===== src/hw/rtl/clts_pkg.sv =====
`timescale 1ns / 1ps

package clts_pkg;

    localparam int ROW_W      = 8;
    localparam int X_W        = 11;
    localparam int SPAN_ROW_W = 6;
    localparam int SPAN_X_W   = 10;

    localparam logic [ROW_W-1:0] ROW_EMPTY_TOP = 8'd255;
    localparam logic [ROW_W-1:0] ROW_EMPTY_BOT = 8'd0;

    typedef enum logic
    {
        ST_IDLE,
        ST_WORK
    } ctrl_state_t;

    typedef struct packed
    {
        logic load;
        logic close_top;
        logic close_bot;
        logic open_top;
        logic open_bot;
    } dp_cmd_t;

    typedef struct packed
    {
        logic top_more;
        logic bot_more;
        logic open_top_more;
        logic open_bot_more;
        logic out_free;
    } dp_status_t;

endpackage


===== src/hw/rtl/clts_ctrl.sv =====
`timescale 1ns / 1ps

module clts_ctrl
(
    input  logic                 clk,
    input  logic                 rst_n,
    input  logic                 in_valid,
    output logic                 in_stall,
    input  clts_pkg::dp_status_t status,
    output clts_pkg::dp_cmd_t    cmd
);
    import clts_pkg::*;

    ctrl_state_t state_reg;
    ctrl_state_t state_next;
    logic        any_more;

    assign any_more = status.top_more || status.bot_more
                   || status.open_top_more || status.open_bot_more;

    always_ff @(posedge clk or negedge rst_n)
    begin
        if (!rst_n)
        begin
            state_reg <= ST_IDLE;
        end
        else
        begin
            state_reg <= state_next;
        end
    end

    always_comb
    begin
        state_next = state_reg;
        unique case (state_reg)
            ST_IDLE:
            begin
                if (in_valid)
                begin
                    state_next = ST_WORK;
                end
            end
            ST_WORK:
            begin
                if (!any_more)
                begin
                    state_next = ST_IDLE;
                end
            end
            default:
            begin
                state_next = ST_IDLE;
            end
        endcase
    end

    // passes run strictly in order: close top, close bottom, open top, open bottom
    always_comb
    begin
        in_stall      = 1'b1;
        cmd           = '0;
        unique case (state_reg)
            ST_IDLE:
            begin
                in_stall = 1'b0;
                cmd.load = in_valid;
            end
            ST_WORK:
            begin
                cmd.close_top = status.top_more && status.out_free;
                cmd.close_bot = !status.top_more && status.bot_more && status.out_free;
                cmd.open_top  = !status.top_more && !status.bot_more
                             && status.open_top_more;
                cmd.open_bot  = !status.top_more && !status.bot_more
                             && !status.open_top_more && status.open_bot_more;
            end
            default:
            begin
                in_stall = 1'b1;
            end
        endcase
    end

    a_one_cmd: assert property (@(posedge clk) disable iff (!rst_n)
        $onehot0({cmd.load, cmd.close_top, cmd.close_bot, cmd.open_top, cmd.open_bot}))
        else $error("more than one datapath command at once");

    a_close_needs_slot: assert property (@(posedge clk) disable iff (!rst_n)
        (cmd.close_top || cmd.close_bot) |-> status.out_free)
        else $error("span issued while output slot busy");

    a_load_idle_only: assert property (@(posedge clk) disable iff (!rst_n)
        cmd.load |-> (state_reg == ST_IDLE) && !in_stall)
        else $error("column loaded outside idle");

endmodule


===== src/hw/rtl/clts_datapath.sv =====
`timescale 1ns / 1ps

module clts_datapath #(
    parameter int ROWS        = 64,
    parameter int COLUMN_BITS = 10
)
(
    input  logic                                 clk,
    input  logic                                 rst_n,
    input  clts_pkg::dp_cmd_t                    cmd,
    output clts_pkg::dp_status_t                 status,
    input  logic [clts_pkg::X_W-1:0]             column_x,
    input  logic [clts_pkg::ROW_W-1:0]           top_row,
    input  logic [clts_pkg::ROW_W-1:0]           bottom_row,
    input  logic                                 first_of_plane,
    output logic                                 out_valid,
    input  logic                                 out_stall,
    output logic [clts_pkg::SPAN_ROW_W-1:0]      span_row,
    output logic [clts_pkg::SPAN_X_W-1:0]        span_x_start,
    output logic [clts_pkg::SPAN_X_W-1:0]        span_x_end,
    output logic                                 last_span
);
    import clts_pkg::*;

    localparam int              ROW_BITS = $clog2(ROWS);
    localparam logic [ROW_W-1:0] ROW_MAX = ROW_W'(ROWS - 1);

    logic [COLUMN_BITS-1:0] start_mem [ROWS];

    logic [ROW_W-1:0]       prev_top_reg;
    logic [ROW_W-1:0]       prev_bottom_reg;
    logic [ROW_W-1:0]       t1_reg;
    logic [ROW_W-1:0]       b1_reg;
    logic [ROW_W-1:0]       t2_reg;
    logic [ROW_W-1:0]       b2_reg;
    logic [COLUMN_BITS-1:0] x_reg;
    logic [COLUMN_BITS-1:0] x_end_reg;
    logic [COLUMN_BITS-1:0] rd_data_reg;
    logic                   out_valid_reg;
    logic [SPAN_ROW_W-1:0]  out_row_reg;
    logic [COLUMN_BITS-1:0] out_x_end_reg;
    logic                   out_last_reg;

    logic                   col_empty;
    logic [ROW_W-1:0]       cur_top;
    logic [ROW_W-1:0]       cur_bot;
    logic [ROW_W:0]         t1w;
    logic [ROW_W:0]         b1w;
    logic [ROW_W:0]         t2w;
    logic [ROW_W:0]         b2w;
    logic [ROW_W:0]         nt1;
    logic [ROW_W:0]         nb1;
    logic                   last_top;
    logic                   last_bot;
    logic                   mem_wr;
    logic [ROW_BITS-1:0]    wr_addr;
    logic                   mem_rd;
    logic [ROW_BITS-1:0]    rd_addr;

    // empty test on raw values, saturation only for covered columns
    assign col_empty = top_row > bottom_row;
    assign cur_top   = col_empty ? ROW_EMPTY_TOP : ((top_row > ROW_MAX) ? ROW_MAX : top_row);
    assign cur_bot   = col_empty ? ROW_EMPTY_BOT
                                 : ((bottom_row > ROW_MAX) ? ROW_MAX : bottom_row);

    assign t1w = {1'b0, t1_reg};
    assign b1w = {1'b0, b1_reg};
    assign t2w = {1'b0, t2_reg};
    assign b2w = {1'b0, b2_reg};
    assign nt1 = t1w + 9'd1;
    assign nb1 = b1w - 9'd1;

    assign status.top_more      = (t1w < t2w) && (t1w <= b1w);
    assign status.bot_more      = (b1w > b2w) && (b1w >= t1w);
    assign status.open_top_more = (t2w < t1w) && (t2w <= b2w);
    assign status.open_bot_more = (b2w > b1w) && (b2w >= t2w);
    assign status.out_free      = !out_valid_reg || !out_stall;

    assign last_top = !((nt1 < t2w) && (nt1 <= b1w)) && !((b1w > b2w) && (b1w >= nt1));
    assign last_bot = !((nb1 > b2w) && (nb1 >= t1w));

    assign mem_wr  = cmd.open_top || cmd.open_bot;
    assign wr_addr = cmd.open_top ? t2_reg[ROW_BITS-1:0] : b2_reg[ROW_BITS-1:0];
    assign mem_rd  = cmd.close_top || cmd.close_bot;
    assign rd_addr = cmd.close_top ? t1_reg[ROW_BITS-1:0] : b1_reg[ROW_BITS-1:0];

    always_ff @(posedge clk or negedge rst_n)
    begin
        if (!rst_n)
        begin
            prev_top_reg    <= ROW_EMPTY_TOP;
            prev_bottom_reg <= ROW_EMPTY_BOT;
            out_valid_reg   <= 1'b0;
        end
        else
        begin
            if (cmd.load)
            begin
                prev_top_reg    <= cur_top;
                prev_bottom_reg <= cur_bot;
            end
            if (mem_rd)
            begin
                out_valid_reg <= 1'b1;
            end
            else if (!out_stall)
            begin
                out_valid_reg <= 1'b0;
            end
        end
    end

    always_ff @(posedge clk)
    begin
        if (cmd.load)
        begin
            t1_reg    <= first_of_plane ? ROW_EMPTY_TOP : prev_top_reg;
            b1_reg    <= first_of_plane ? ROW_EMPTY_BOT : prev_bottom_reg;
            t2_reg    <= cur_top;
            b2_reg    <= cur_bot;
            x_reg     <= COLUMN_BITS'(column_x);
            x_end_reg <= COLUMN_BITS'(column_x - 11'd1);
        end
        if (cmd.close_top)
        begin
            t1_reg <= nt1[ROW_W-1:0];
        end
        if (cmd.close_bot)
        begin
            b1_reg <= nb1[ROW_W-1:0];
        end
        if (cmd.open_top)
        begin
            t2_reg <= t2_reg + 8'd1;
        end
        if (cmd.open_bot)
        begin
            b2_reg <= b2_reg - 8'd1;
        end
        if (mem_rd)
        begin
            out_row_reg   <= SPAN_ROW_W'(cmd.close_top ? t1_reg : b1_reg);
            out_x_end_reg <= x_end_reg;
            out_last_reg  <= cmd.close_top ? last_top : last_bot;
        end
    end

    // start column store, read data held until the next span is issued
    always_ff @(posedge clk)
    begin
        if (mem_wr)
        begin
            start_mem[wr_addr] <= x_reg;
        end
        if (mem_rd)
        begin
            rd_data_reg <= start_mem[rd_addr];
        end
    end

    assign out_valid    = out_valid_reg;
    assign span_row     = out_row_reg;
    assign span_x_start = SPAN_X_W'(rd_data_reg);
    assign span_x_end   = SPAN_X_W'(out_x_end_reg);
    assign last_span    = out_last_reg;

    a_last_ends_closing: assert property (@(posedge clk) disable iff (!rst_n)
        ((cmd.close_top && last_top) || (cmd.close_bot && last_bot))
        |=> !status.top_more && !status.bot_more)
        else $error("rows still to close after last span of column");

endmodule


===== src/hw/rtl/column_to_span_converter.sv =====
`timescale 1ns / 1ps

// channel  | direction | handshake           | payload
// ---------+-----------+---------------------+---------------------------------------------
// column   | in        | in_valid / in_stall | column_x, top_row, bottom_row, first_of_plane
// span     | out       | out_valid/out_stall | span_row, span_x_start, span_x_end, last_span
//
// a column is loaded, then its rows are closed and opened one row per cycle
// through the single-port start column store; a closing row waits while a stalled span
// holds the output register
// a new column is taken only once the previous one has finished all its passes
// the last span of a column may still sit in the output register then
// reset clears control state and the previous extent (empty); start store is not cleared
// out_stall holds the span in its register and pauses the closing passes

module column_to_span_converter #(
    parameter int ROWS        = 64,
    parameter int COLUMN_BITS = 10
)
(
    input  logic                             clk,
    input  logic                             rst_n,
    input  logic                             in_valid,
    output logic                             in_stall,
    input  logic [clts_pkg::X_W-1:0]         column_x,
    input  logic [clts_pkg::ROW_W-1:0]       top_row,
    input  logic [clts_pkg::ROW_W-1:0]       bottom_row,
    input  logic                             first_of_plane,
    output logic                             out_valid,
    input  logic                             out_stall,
    output logic [clts_pkg::SPAN_ROW_W-1:0]  span_row,
    output logic [clts_pkg::SPAN_X_W-1:0]    span_x_start,
    output logic [clts_pkg::SPAN_X_W-1:0]    span_x_end,
    output logic                             last_span
);
    import clts_pkg::*;

    dp_cmd_t    cmd;
    dp_status_t status;

    clts_ctrl u_ctrl
    (
        .clk      (clk),
        .rst_n    (rst_n),
        .in_valid (in_valid),
        .in_stall (in_stall),
        .status   (status),
        .cmd      (cmd)
    );

    clts_datapath #(
        .ROWS        (ROWS),
        .COLUMN_BITS (COLUMN_BITS)
    ) u_datapath
    (
        .clk            (clk),
        .rst_n          (rst_n),
        .cmd            (cmd),
        .status         (status),
        .column_x       (column_x),
        .top_row        (top_row),
        .bottom_row     (bottom_row),
        .first_of_plane (first_of_plane),
        .out_valid      (out_valid),
        .out_stall      (out_stall),
        .span_row       (span_row),
        .span_x_start   (span_x_start),
        .span_x_end     (span_x_end),
        .last_span      (last_span)
    );

endmodule

===== config.mk =====
export PLATFORM = sky130hd
export DESIGN_NAME = column_to_span_converter
export DESIGN_NICKNAME = d
export VERILOG_FILES = /design/src/hw/rtl/clts_pkg.sv /design/src/hw/rtl/clts_ctrl.sv /design/src/hw/rtl/clts_datapath.sv /design/src/hw/rtl/column_to_span_converter.sv
export SDC_FILE = /design/constraint.sdc
export NUM_CORES = 1
export LEC_CHECK = 0
export BUFFER_PORTS_ARGS = -buffer_cell sky130_fd_sc_hd__buf_2
export CAP_MARGIN = 0
export CORE_AREA = 2 2 242 244
export DETAILED_ROUTE_END_ITERATION = 16
export DIE_AREA = 0 0 244 246
export HOLD_SLACK_MARGIN = 0.08
export PLACE_DENSITY = 0.76
export SLEW_MARGIN = 20
export SYNTH_ARGS = -nofsm -noshare
export SYNTH_HDL_FRONTEND = slang
export SYNTH_SLANG_ARGS = --single-unit

===== constraint.sdc =====
create_clock -name clk -period 4.5 [get_ports clk]
set_input_delay 1.35 -clock clk [delete_from_list [all_inputs] [get_ports clk]]
set_output_delay 1.35 -clock clk [all_outputs]
set_load 0.01 [all_outputs]

==> impl_metrics.tcl <==
set metrics [dict create \
    regMostFlops "u_datapath.start_mem" \
    end_kind "flop" \
    ys_top_cells_by_area "edfxtp_1 (67%), a211oi_1 (4.2%), and3_1 (3.7%), ha_1 (2.9%), mux2i_1 (2.1%)" \
    worstPathRequired_ns 4.98 \
    hp-start "u_datapath.x_end_reg[6]" \
    cts_tree "done" \
    mostFrequentLayoutCells "edfxtp_1 (719), and3_1 (194), buf_4 (190)" \
    postRouteAntennaNets 0 \
    initialDrtViolationCount 2979 \
    clkTransAtPathRegs_ns 0.06 \
    ys_seq_area_frac 0.6811 \
    dominantRegCellSynth "edfxtp_1" \
    maxCapViolCount 0 \
    drive_above_1_share 0.1722 \
    fin_crit_sh 0.9826 \
    largest_register_ffs 640 \
    synth_top_area_frac 0.6669 \
    hpwlAfterDp_um 56080 \
    r2r_slack_ns 0.08 \
    cts_root_buffer "clkbuf_16" \
    final-setup-viol-count 0 \
    grt_pass1_vias 21590 \
    die_h_um 246 \
    die_width_um 244 \
    worst_pin_slew_ns 1.255 \
    grt_max_degree 92 \
    final_common_cell "edfxtp_1" \
    gp_congestion 0.9442 \
    rows 88 \
    wl_per_cell_um 26.05 \
    io_pins 61 \
    startpoint_type "flop" \
    core_um2 57370 \
    hp-class "flop to flop" \
    maxSlewHeadroom 0.1636 \
    fin_setup_tns_ns 0 \
    drt_first_pass_iters 8 \
    placedInstanceArea_um2 34700 \
    r2r-start "u_datapath.b1_reg[0]" \
    grt_use_total 0.2893 \
    power.density_nw_per_um2 691.4 \
    peakVddDrop_v 0.0003265 \
    avgSynthCellArea_um2 13.76 \
    synth.distinct_cells 69 \
    io_buffers 59 \
    fmax_mhz 226.2 \
    outcome "finished, final reports clean" \
    design_area_um2 37090 \
    clock_latency_ns 0.63 \
    slew_violations 0 \
    numCtsBuffers 72 \
    ff2ff_path_depth 16 \
    rsz0062_at_grt "true" \
    start_util 0.5643 \
    gr-total-overflow 0 \
    htreeDepth 3 \
    finalClockSkew_ns 0.02664 \
    total_power_mw 25.64 \
    cp.arrival_ns 4.90 \
    synth_area_um2 32370 \
    r2r-end "u_datapath.span_x_start[4]" \
    fin_nets 2635 \
    cts_buffer_depth 3 \
    syn_nets 2461 \
    dieArea_um2 60020 \
    diodes 0 \
    p_sw_mw 10.02 \
    p_int_mw 15.62 \
    yosysWarnings 0 \
    switching_share 0.3908 \
    power.share.clock 0.225 \
    p_seq_frac 0.345 \
    num_vias 21950 \
    grt_pass1_wl_um 130600 \
    drcViolationCount 0 \
    vias_per_cell 6.564 \
    synth_edf_count 719 \
    synth_top_cell_by_area "edfxtp_1" \
    final-hold-violation-count 0 \
    hold_path_end "u_datapath.span_x_end[6]" \
    synthToLayoutAreaGrowth_pct 14.57 \
    synth-seq-cells 737 \
    critPathMaxFanout 27 \
    min_period_ns 4.422 \
    routed_wirelength_um 87080 \
    power.leakage_nw 13.13 \
    crit_type "flop to flop" \
    pwr-share-comb 0.430 \
    antenna_found_initial 1 \
    async_flop_share 0.02442 \
    synthCells 2353 \
    nFillCells 3970 \
    holdPathStages 0 \
    clkSinkCount 737 \
]
-- metal layers --
layer  part of all wire  vias to the layer above  GRT usage  wire length, um
met2               0.48                     1228     0.4712            42010
met5            0.00015                        -          0               13
met3              0.096                      228    0.05969             8323
li1                   -                     9639          -                -
met4              0.040                        2     0.1228             3504
met1               0.38                    10850     0.3805            33230
-- stage by stage --
stage | hold WS (ns) | util | worst slack (ns) | cells
after CTS | 0.4194 | 0.6438 | 0.03581 | 3342
after detailed placement | 0.4057 | 0.6049 | 0.001613 | 3217
final | 0.4213 | 0.6466 | 0.07838 | 3343
after global placement | 0.4072 | 0.6049 | 0.07121 | 3217
after global routing | 0.4273 | 0.6466 | -0.1106 | 3343
after floorplan | 0.4003 | - | -0.01529 | 2353
-- kinds of logic after synthesis --
logic type / Yosys count / share of synthesized area
buffers and inverters: 215 / 0.02721
muxes: 80 / 0.02663
DFF: 737 / 0.6811
xor gates and xnor gates: 30 / 0.008116
AOI/OAI and AO/OA: 585 / 0.1293
adders and majority gates: 76 / 0.02937
and+or+nand+nor: 630 / 0.09825
-- worst max-delay path: stages (launching register included) --
cell	delay, ns
edfxtp_1	0.39
inv_1	0.09
ha_1	0.26
nand2b_1	0.16
a2111o_1	0.41
a221o_1	0.36
buf_4	0.17
nand3_2	0.20
o21ai_4	0.09
and2_1	0.25
inv_2	0.25
buf_4	0.39
a211oi_2	0.15
a2111oi_1	0.60
buf_4	0.21
a22oi_1	0.13
nand4_1	0.14
-- cells in the mapped netlist (all sizes together) (3+ instances only) --
cell type and n:
nor2b 16, nand2b 4, clkbuf 120, a31o 11, a21oi 47, o31ai 3
mux2i 67, a31oi 30, nand3 38, dfrtp 10, and2 5, o21bai 4
o21a 32, xor2 7, clkinv 3, dfstp 8, a32oi 23, nor2 125
a2111oi 14, a41oi 3, o21ai 101, a211o 5, nand4 21, a221oi 55
buf 40, xnor2 23, mux4 4, inv 52, a22oi 30, mux2 9
or4 6, nor4 27, ha 76, edfxtp 719, o311ai 9, nand2 165
a211oi 184, a21boi 11, o22ai 4, nor3 19, a21o 9, and3 194
nand3b 3
-- how the worst max path moves through the flow --
stage,from,endpoint
6_report,u_datapath.b1_reg[0],u_datapath.span_x_start[4]
5_1_grt,u_datapath.b1_reg[0],u_datapath.span_x_start[4]
4_1_cts,u_datapath.b2_reg[1],u_datapath.start_mem[34][6]
3_5_place_dp,u_datapath.b2_reg[1],u_datapath.start_mem[48][5]
3_3_place_gp,out_stall,u_datapath.span_x_start[0]
2_1_floorplan,u_datapath.t1_reg[1],u_datapath.start_mem[45][0]
-- power by group through the flow --
stage | clock network [mW] | logic [mW] | registers, mW
after global routing | 6.08 | 11.8 | 8.89
final | 5.77 | 11.0 | 8.85
after CTS | 5.82 | 10.7 | 8.84
after global placement | 0 | 10.3 | 8.96
after floorplan | 0 | 6.22 | 9.07
after detailed placement | 0 | 10.6 | 8.98
-- layout make-up --
cell class                      instances  area (um^2)  share of cell area
Tap cell                              765        957.2             0.02581
Inverter                               55        211.5            0.005701
Multi-Input combinational cell       1401         9713              0.2619
Timing Repair Buffer                  260         1933             0.05212
Clock inverter                         34        309.0            0.008332
Sequential cell                       737        22050              0.5945
Clock buffer                           91         1916             0.05165
-- what timing repair did --
item | 4_1_cts | 5_1_grt
resized for setup | 2 | 43
setup endpoints to repair | 10 | 308
hold buffers | 0 | 0
buffers inserted | 0 | 1
Note: power is estimated with default switching activity, not from simulation.
